===== config.mk =====
export PLATFORM = sky130hd
export DESIGN_NAME = vda_index
export DESIGN_NICKNAME = d
export VERILOG_FILES = /design/src/rtl/core/vda_pkg.sv /design/src/rtl/core/vda_index.sv
export SDC_FILE = /design/constraint.sdc
export NUM_CORES = 1
export LEC_CHECK = 0
export ABC_AREA = 1
export BUFFER_PORTS_ARGS = -buffer_cell sky130_fd_sc_hd__buf_4
export CORE_MARGIN = 2
export CORE_UTILIZATION = 27
export DETAILED_ROUTE_END_ITERATION = 8
export GPL_TIMING_DRIVEN = 0
export PLACE_DENSITY = 0.48
export SLEW_MARGIN = 0
export SYNTH_ARGS = -nofsm -noshare
export SYNTH_HDL_FRONTEND = slang
export SYNTH_SLANG_ARGS = --single-unit

===== constraint.sdc =====
create_clock -name vclk -period 12.3
set_input_delay 2.46 -clock vclk [all_inputs]
set_output_delay 2.46 -clock vclk [all_outputs]
set_load 0.02 [all_outputs]

===== src/rtl/core/vda_pkg.sv =====
// Shared constants and types for the voxel dose accumulator.
`timescale 1ns / 1ps
`default_nettype none

package vda_pkg;

  // Store geometry
  localparam int MAX_VOXELS  = 4096;
  localparam int MAX_THREADS = 4;
  localparam int DEPTH       = MAX_VOXELS * MAX_THREADS;
  localparam int ADDR_W      = (DEPTH > 1) ? $clog2(DEPTH) : 1;
  localparam int SLC_W       = $clog2(MAX_THREADS + 1);

  // Field widths
  localparam int COORD_W = 4;
  localparam int THR_W   = 2;
  localparam int DIN_W   = 16;
  localparam int SIZE_W  = 5;
  localparam int TCNT_W  = 3;
  localparam int IDX_W   = 15;
  localparam int DOSE_W  = 40;
  localparam int SQ_W    = 48;
  localparam int HIT_W   = 32;
  localparam int ENTRY_W = DOSE_W + SQ_W + HIT_W;

  // Opcodes
  localparam logic OP_SCORE = 1'b0;
  localparam logic OP_READ  = 1'b1;

  // Status codes
  localparam logic ST_OK      = 1'b0;
  localparam logic ST_OUTSIDE = 1'b1;

  // Register indexes (paddr[3:2])
  localparam logic [1:0] REG_X_SIZE  = 2'd0;
  localparam logic [1:0] REG_Y_SIZE  = 2'd1;
  localparam logic [1:0] REG_Z_SIZE  = 2'd2;
  localparam logic [1:0] REG_THREADS = 2'd3;

  // Voxel lookup result
  typedef struct packed {
    logic             in_grid;
    logic [IDX_W-1:0] voxel;
  } vox_loc_t;

endpackage

`default_nettype wire


===== src/rtl/core/vda_index.sv =====
// Voxel index computation and grid bounds check.
`timescale 1ns / 1ps
`default_nettype none

module vda_index (
  input  wire logic [vda_pkg::SIZE_W-1:0]  x_size_i,
  input  wire logic [vda_pkg::SIZE_W-1:0]  y_size_i,
  input  wire logic [vda_pkg::SIZE_W-1:0]  z_size_i,
  input  wire logic [vda_pkg::COORD_W-1:0] vox_x_i,
  input  wire logic [vda_pkg::COORD_W-1:0] vox_y_i,
  input  wire logic [vda_pkg::COORD_W-1:0] vox_z_i,
  output vda_pkg::vox_loc_t                loc_o
);

  logic [2*vda_pkg::SIZE_W-1:0]                  plane;
  logic [vda_pkg::COORD_W+vda_pkg::SIZE_W-1:0]   row;
  logic [vda_pkg::COORD_W+2*vda_pkg::SIZE_W-1:0] slab;
  logic [vda_pkg::IDX_W-1:0]                     idx;
  logic                                          bounds_ok;

  // linear index x + y*xs + z*xs*ys
  always_comb begin
    plane     = x_size_i * y_size_i;
    row       = vox_y_i * x_size_i;
    slab      = vox_z_i * plane;
    idx       = vda_pkg::IDX_W'(vox_x_i) + vda_pkg::IDX_W'(row) + vda_pkg::IDX_W'(slab);
    bounds_ok = ({1'b0, vox_x_i} < x_size_i) && ({1'b0, vox_y_i} < y_size_i) &&
                ({1'b0, vox_z_i} < z_size_i);
    loc_o.in_grid = bounds_ok && (32'(idx) < 32'(vda_pkg::MAX_VOXELS));
    loc_o.voxel   = idx;
  end

endmodule

`default_nettype wire


==> impl_metrics.env, run 1 <==
export IMPL_slew_viol_final=0
export IMPL_layout_worst_path_cycle_share_pct=92.9
export IMPL_period_minus_slack_ps=11430
export IMPL_critPathSlowestCell="fa_1"
export IMPL_grt_pass1_wl_um=13400
export IMPL_slew_headroom_pct=62.6
export IMPL_initial_core_util_pct=27.5
export IMPL_fp_dieW_um=117
export IMPL_post_dp_hpwl_um=6750
export IMPL_yosysTopAreaCell="fa_1"
export IMPL_drtIter0Drc=148
export IMPL_cp_start_kind="primary input"
export IMPL_status="complete, no violations"
export IMPL_fmaxAchievable_mhz=87.5
export IMPL_drive_gt1_share_pct=9.21
export IMPL_crit_path_frequent_cell="nand2_1"
export IMPL_syn_num_nets=648
export IMPL_core_rowCount=41
export IMPL_synth_xor_area_share_pct=3.73
export IMPL_wl_um=7530
export IMPL_drv_cap=0
export IMPL_tightest_slew_ps=560
export IMPL_syn_mean_instance_area_um2=6.86
export IMPL_synth_cell_area_um2=3460
export IMPL_track_usage_pct=11.9
export IMPL_drt_pass1_iter_count=4
export IMPL_num_vias=3012
export IMPL_regArea_um2=0
export IMPL_whs_path_depth=5
export IMPL_cts_resized=0
export IMPL_diodes=0
export IMPL_arrival_ps=8970
export IMPL_synth_compound_area_share_pct=2.97
export IMPL_place_congestion=0.827
export IMPL_rsz0062_at_grt="false"
export IMPL_syn_inst=504
export IMPL_fillCellCount=1443
export IMPL_die_area_um2=13700
export IMPL_synthMuxAreaShare_pct=0
export IMPL_grt_max_degree=11
export IMPL_antenna_found_initial=0
export IMPL_synth_seq_area_share_pct=0
export IMPL_cts_hold_buf=0
export IMPL_critPathKind="in -> out"
export IMPL_grt_pass1_vias=3076
export IMPL_nFlopsAndLatches=0
export IMPL_wire_per_inst_um=10.5
export IMPL_cpPeakStageDelay_ps=550
export IMPL_finalHoldViolCount=0
export IMPL_crit_cells=32
export IMPL_nets=689
export IMPL_pin_count=43
export IMPL_yosys_top_cells_area="fa_1 (28%), ha_1 (25%), inv_1 (17%)"
export IMPL_clkbuf_count=0
export IMPL_die_h_um=117
export IMPL_ant_nets=0
export IMPL_coreArea_um2=12600
export IMPL_setup_violations_final=0
export IMPL_viasPerCell=4.21
export IMPL_synthSimpleGateAreaFrac_pct=22.3
export IMPL_yosysWarningCount=0
export IMPL_critPathBufInv=8
export IMPL_crit_path_end_kind="primary output"
export IMPL_cts_setup_buffers=0
export IMPL_synth_top_family_by_area="adder cells"
export IMPL_io_buffers=39
export IMPL_fin_tns_setup_ps=0
export IMPL_synthAdderAreaFrac_pct=53.0
export IMPL_ys_types=23
export IMPL_hold_class="in -> out"
export IMPL_path_max_fanout=10
export IMPL_path_delay_family="adder cells"
export IMPL_drc=0
export IMPL_required_ps=9840
export IMPL_syn2layout_area_growth_pct=14.7
export IMPL_synth_top_area_share_pct=28.4
export IMPL_grt_overflow=0
-- synth_stat cells --
library cell	count
o21ai_2	1
xor2_1	4
o21bai_1	1
a21oi_1	10
buf_2	1
xnor2_2	2
ha_1	68
a31oi_1	1
nand2_1	121
nand3_1	13
inv_1	159
o21a_1	1
o21ai_0	2
nor2_1	47
clkbuf_1	3
fa_1	49
buf_4	1
o211ai_2	1
nand2_2	3
nand4_1	6
nand3b_1	1
nor2_2	2
xnor2_1	7
-- per-layer routing --
layer | track usage [%] | vias to the layer above | part of all wire (%)
li1 | - | 1539 | -
met3 | 0.0515 | 2 | 1.8
met2 | 24.1 | 37 | 51
met5 | 0 | - | 0
met4 | 0.471 | 0 | 0.53
met1 | 14.6 | 1434 | 46
-- kinds of logic after synthesis --
group,after synthesis
AO/OA/AOI/OAI,17
XOR/XNOR,13
buffers and inverters,164
AND/OR/NAND/NOR,193
adder cells (fa/ha/maj),117
-- worst paths after layout --
path / endpoint / slack, ps / from
worst max-delay path: loc_o[15] / 870 / x_size_i[1]
worst min-delay path: loc_o[0] / 5390 / vox_y_i[0]
-- through the flow --
step                setup slack [ps]  hold WS, ps  utilization, %  area (um^2)  std cells
floorplan                       1440         5200               -         3460        504
global placement                 893         5390            31.5         3960        715
detailed placement               841         5400            31.5         3960        715
CTS                              835         5400            31.5         3960        715
global route                     372         5440            31.5         3960        715
finish                           871         5390            31.5         3960        715
-- cell usage in the layout (no fill, tap or decap), drive strengths merged --
cell type	instances
clkbuf	3
a21oi	10
buf	41
nand3	13
o211ai	1
xnor2	9
o21ai	3
nand4	6
xor2	4
ha	68
o21bai	1
o21a	1
nand3b	1
nor2	49
fa	49
inv	159
nand2	124
a31oi	1
-- final cells by class --
class,instances,area [um^2],area share (%)
multi-input cells,340,2840,71.5
repair buffers,39,293,7.39
plain buffers,5,23.8,0.600
inverters,159,597,15.1
well taps,172,215,5.43
-- worst min-delay path, delay by kind of cell --
kind	cells	cell delay, ps
buffers and inverters	3	300
adder cells (fa/ha/maj)	1	110
AND/OR/NAND/NOR	1	60
Power of run 1 is left out: the tool's default activity adds up to more than one toggle a clock period on the data nets, which glitch-free logic cannot reach.
==> inputs of run 2 (changes only) <==
--- a/config.mk
+++ b/config.mk
@@ -6,7 +6,7 @@
 export NUM_CORES = 1
 export LEC_CHECK = 0
 export ABC_AREA = 1
-export BUFFER_PORTS_ARGS = -buffer_cell sky130_fd_sc_hd__buf_4
+export BUFFER_PORTS_ARGS = -buffer_cell sky130_fd_sc_hd__buf_2
 export CORE_MARGIN = 2
 export CORE_UTILIZATION = 27
 export DETAILED_ROUTE_END_ITERATION = 8
==> run 2 against run 1 <==
Die area did not move; sequential share of layout area is the same; global-route usage rose by 0.37 points; final area shrank 2.5%; count of clock-buffer cells in the layout is the same; non-clock buffer count stayed put; via count down 0.33%; critical path depth stayed put; routed wire length increased by 2.3%; worst setup slack got worse by 2.6 ps; flip-flop and latch count unchanged; critical path type unchanged; critical endpoint unchanged.
==> impl_metrics.env, run 2 (synthesized netlist as in run 1, its figures left out) <==
export IMPL_nFlopsAndLatches=0
export IMPL_io_buffers=39
export IMPL_clkbuf_count=0
export IMPL_drv_cap=0
export IMPL_nets=689
export IMPL_cpPeakStageDelay_ps=550
export IMPL_syn2layout_area_growth_pct=11.9
export IMPL_slew_headroom_pct=64.2
export IMPL_use_met3_pct=0
export IMPL_drc=0
export IMPL_grt_util_met1_pct=15.4
export IMPL_fillCellCount=1416
export IMPL_post_dp_hpwl_um=6920
export IMPL_wl_um=7700
export IMPL_status="complete, no violations"
export IMPL_critPathSlowestCell="fa_1"
export IMPL_grt_overflow=0
export IMPL_wire_per_inst_um=10.8
export IMPL_die_area_um2=13700
export IMPL_cp_start_kind="primary input"
export IMPL_layout_common_cells="inv_1 (159), nand2_1 (121), ha_1 (68), fa_1 (49), nor2_1 (47)"
export IMPL_finish_utilization_pct=30.8
export IMPL_drive_gt1_share_pct=9.21
export IMPL_busiest_layer="met2"
export IMPL_slew_viol_final=0
export IMPL_tightest_slew_ps=537
export IMPL_drtIter0Drc=87
export IMPL_grt_max_degree=11
export IMPL_fmaxAchievable_mhz=87.5
export IMPL_initial_core_util_pct=27.5
export IMPL_viasPerCell=4.20
export IMPL_finalHoldViolCount=0
export IMPL_coreArea_um2=12600
export IMPL_grt_pass1_vias=3066
export IMPL_arrival_ps=8970
export IMPL_setup_violations_final=0
export IMPL_place_congestion=0.791
export IMPL_pin_count=43
export IMPL_regArea_um2=0
export IMPL_die_h_um=117
export IMPL_antenna_found_initial=0
export IMPL_final_common_cell="inv_1"
export IMPL_core_rowCount=41
export IMPL_layout_worst_path_cycle_share_pct=92.9
export IMPL_fp_dieW_um=117
export IMPL_critPathKind="in -> out"
export IMPL_path_max_fanout=10
export IMPL_grt_pass1_wl_um=13700
export IMPL_crit_path_frequent_cell="nand2_1"
export IMPL_diodes=0
export IMPL_multi_input_area_um2=2840
export IMPL_cts_resized=0
export IMPL_period_minus_slack_ps=11430
export IMPL_num_vias=3002
export IMPL_cts_setup_buffers=0
export IMPL_fin_tns_setup_ps=0
export IMPL_track_usage_pct=12.2
export IMPL_crit_path_end_kind="primary output"
export IMPL_rsz0062_at_grt="false"
export IMPL_ant_nets=0
export IMPL_required_ps=9840
export IMPL_cts_hold_buf=0
export IMPL_drt_pass1_iter_count=4
export IMPL_met2_usage_pct=24.8
export IMPL_hold_class="in -> out"
## run 2: path summary, 6_finish.rpt
check	endpoint	startpoint	depth (start not counted)	slack (ps)
max	loc_o[15]	x_size_i[1]	32	870
min	loc_o[0]	vox_x_i[0]	4	5450
## run 2: routing by layer
layer	wire [um]	share of wire [%]
met1	3580	46
met2	4000	52
met3	121	1.6
met4	0	0
met5	0	0
## run 2: final cells by class
cell class	instances	area share [%]
Timing Repair Buffer	39	5.05
Buffer	5	0.615
Multi-Input combinational cell	340	73.3
Tap cell	172	5.57
Inverter	159	15.4
## run 2: critical path: cells and delay by family
family / cells / cell delay, ps
simple gates: 13 / 1160
xor+xnor: 1 / 240
compound gates: 1 / 150
buf+inv: 8 / 880
fa+ha+maj: 9 / 4080
## run 2: metrics by stage
stage / cells / instance area [um^2] / hold slack [ps] / worst slack [ps]
6_report: 715 / 3870 / 5450 / 868
3_3_place_gp: 715 / 3870 / 5440 / 897
4_1_cts: 715 / 3870 / 5470 / 834
5_1_grt: 715 / 3870 / 5480 / 390
2_1_floorplan: 504 / 3460 / 5200 / 1440
3_5_place_dp: 715 / 3870 / 5460 / 849
Power of run 2 is left out for the same reason.
==> inputs of run 3 (changes only) <==
--- a/config.mk
+++ b/config.mk
@@ -8,10 +8,10 @@
 export ABC_AREA = 1
 export BUFFER_PORTS_ARGS = -buffer_cell sky130_fd_sc_hd__buf_2
 export CORE_MARGIN = 2
-export CORE_UTILIZATION = 27
+export CORE_UTILIZATION = 33
 export DETAILED_ROUTE_END_ITERATION = 8
 export GPL_TIMING_DRIVEN = 0
-export PLACE_DENSITY = 0.48
+export PLACE_DENSITY = 0.55
 export SLEW_MARGIN = 0
 export SYNTH_ARGS = -nofsm -noshare
 export SYNTH_HDL_FRONTEND = slang
==> run 3 against run 2 <==
Global-route usage rose by 2.0 points; utilization is 6.6 points higher; sequential share of layout area unchanged; cell count decreased by 5.0%; final area fell by 1.2%; hold slack improved by 3.9 ps; critical path depth down 3; routed wire length is 5.9% lower; worst setup slack improved by 29 ps; fmax grew 0.25%; critical endpoint unchanged.
==> impl_metrics.env, run 3 (synthesized netlist as in run 1, its figures left out) <==
export IMPL_drive_gt1_share_pct=9.21
export IMPL_initial_core_util_pct=33.8
export IMPL_core_rowCount=37
export IMPL_arrival_ps=8940
export IMPL_finalHoldViolCount=0
export IMPL_cpPeakStageDelay_ps=550
export IMPL_status="complete, no violations"
export IMPL_slew_viol_final=0
export IMPL_crit_path_frequent_cell="fa_1"
export IMPL_finish_utilization_pct=37.3
export IMPL_grt_pass1_vias=3152
export IMPL_fp_dieW_um=106
export IMPL_cts_hold_buf=0
export IMPL_critPathSlowestCell="fa_1"
export IMPL_fin_tns_setup_ps=0
export IMPL_post_dp_hpwl_um=6450
export IMPL_setup_violations_final=0
export IMPL_critPathKind="in -> out"
export IMPL_die_h_um=106
export IMPL_antenna_found_initial=0
export IMPL_clkbuf_count=0
export IMPL_hold_class="in -> out"
export IMPL_fillCellCount=1114
export IMPL_grt_overflow=0
export IMPL_multi_input_area_um2=2840
export IMPL_drtIter0Drc=169
export IMPL_path_max_fanout=10
export IMPL_io_buffers=39
export IMPL_layout_worst_path_cycle_share_pct=92.7
export IMPL_drv_cap=0
export IMPL_pin_count=43
export IMPL_syn2layout_area_growth_pct=10.6
export IMPL_required_ps=9840
export IMPL_cp_start_kind="primary input"
export IMPL_coreArea_um2=10200
export IMPL_wl_um=7250
export IMPL_place_congestion=0.818
export IMPL_regArea_um2=0
export IMPL_wire_per_inst_um=10.7
export IMPL_slew_headroom_pct=62.8
export IMPL_layout_common_cells="inv_1 (159), nand2_1 (121), ha_1 (68), fa_1 (49), nor2_1 (47)"
export IMPL_period_minus_slack_ps=11400
export IMPL_grt_max_degree=11
export IMPL_crit_path_end_kind="primary output"
export IMPL_setup_ws_ps=897
export IMPL_drt_pass1_iter_count=4
export IMPL_nFlopsAndLatches=0
export IMPL_grt_pass1_wl_um=13700
export IMPL_fmaxAchievable_mhz=87.7
export IMPL_cts_resized=0
export IMPL_ant_nets=0
export IMPL_drc=0
export IMPL_tightest_slew_ps=559
export IMPL_nets=689
export IMPL_rsz0062_at_grt="false"
export IMPL_die_area_um2=11300
export IMPL_cts_setup_buffers=0
export IMPL_diodes=0
export IMPL_track_usage_pct=14.2
export IMPL_num_vias=3009
export IMPL_viasPerCell=4.43
export IMPL_final_common_cell="inv_1"
export IMPL_place_ws_ps=888
[run 3: path summary, 6_finish.rpt]
check                 depth (start not counted)         from        end  slack [ps]
worst max-delay path                         29  x_size_i[1]  loc_o[15]         900
worst min-delay path                          4   vox_x_i[0]   loc_o[0]        5450
[run 3: area by class of cell]
type / count / share of cell area [%]
Buffer: 5 / 0.622
Tap cell: 136 / 4.45
Timing Repair Buffer: 39 / 5.11
Multi-Input combinational cell: 340 / 74.2
Inverter: 159 / 15.6
[run 3: per-layer routing]
layer  up-vias  part of all wire, %  global-route usage [%]  wire length [um]
li1       1542                    -                       -                 -
met1      1426                   47                    18.7              3380
met2        41                   51                    27.7              3710
met3         0                  2.1                   0.123               154
met4         0                    0                       0                 0
met5         -                    0                       0                 0
[run 3: metrics by stage]
stage	hold slack, ps	cells	cell area (um^2)
floorplan	5200	504	3460
global placement	5440	679	3820
detailed placement	5460	679	3820
CTS	5470	679	3820
global route	5490	679	3820
finish	5450	679	3820
[run 3: worst max-delay path, delay by kind of cell]
| kind | cells | cell delay, ps |
|---|---|---|
| buf+inv | 7 | 790 |
| fa+ha+maj | 9 | 4090 |
| simple gates | 11 | 1220 |
| xor+xnor | 1 | 230 |
| compound gates | 1 | 150 |
Power of run 3 is left out for the same reason.
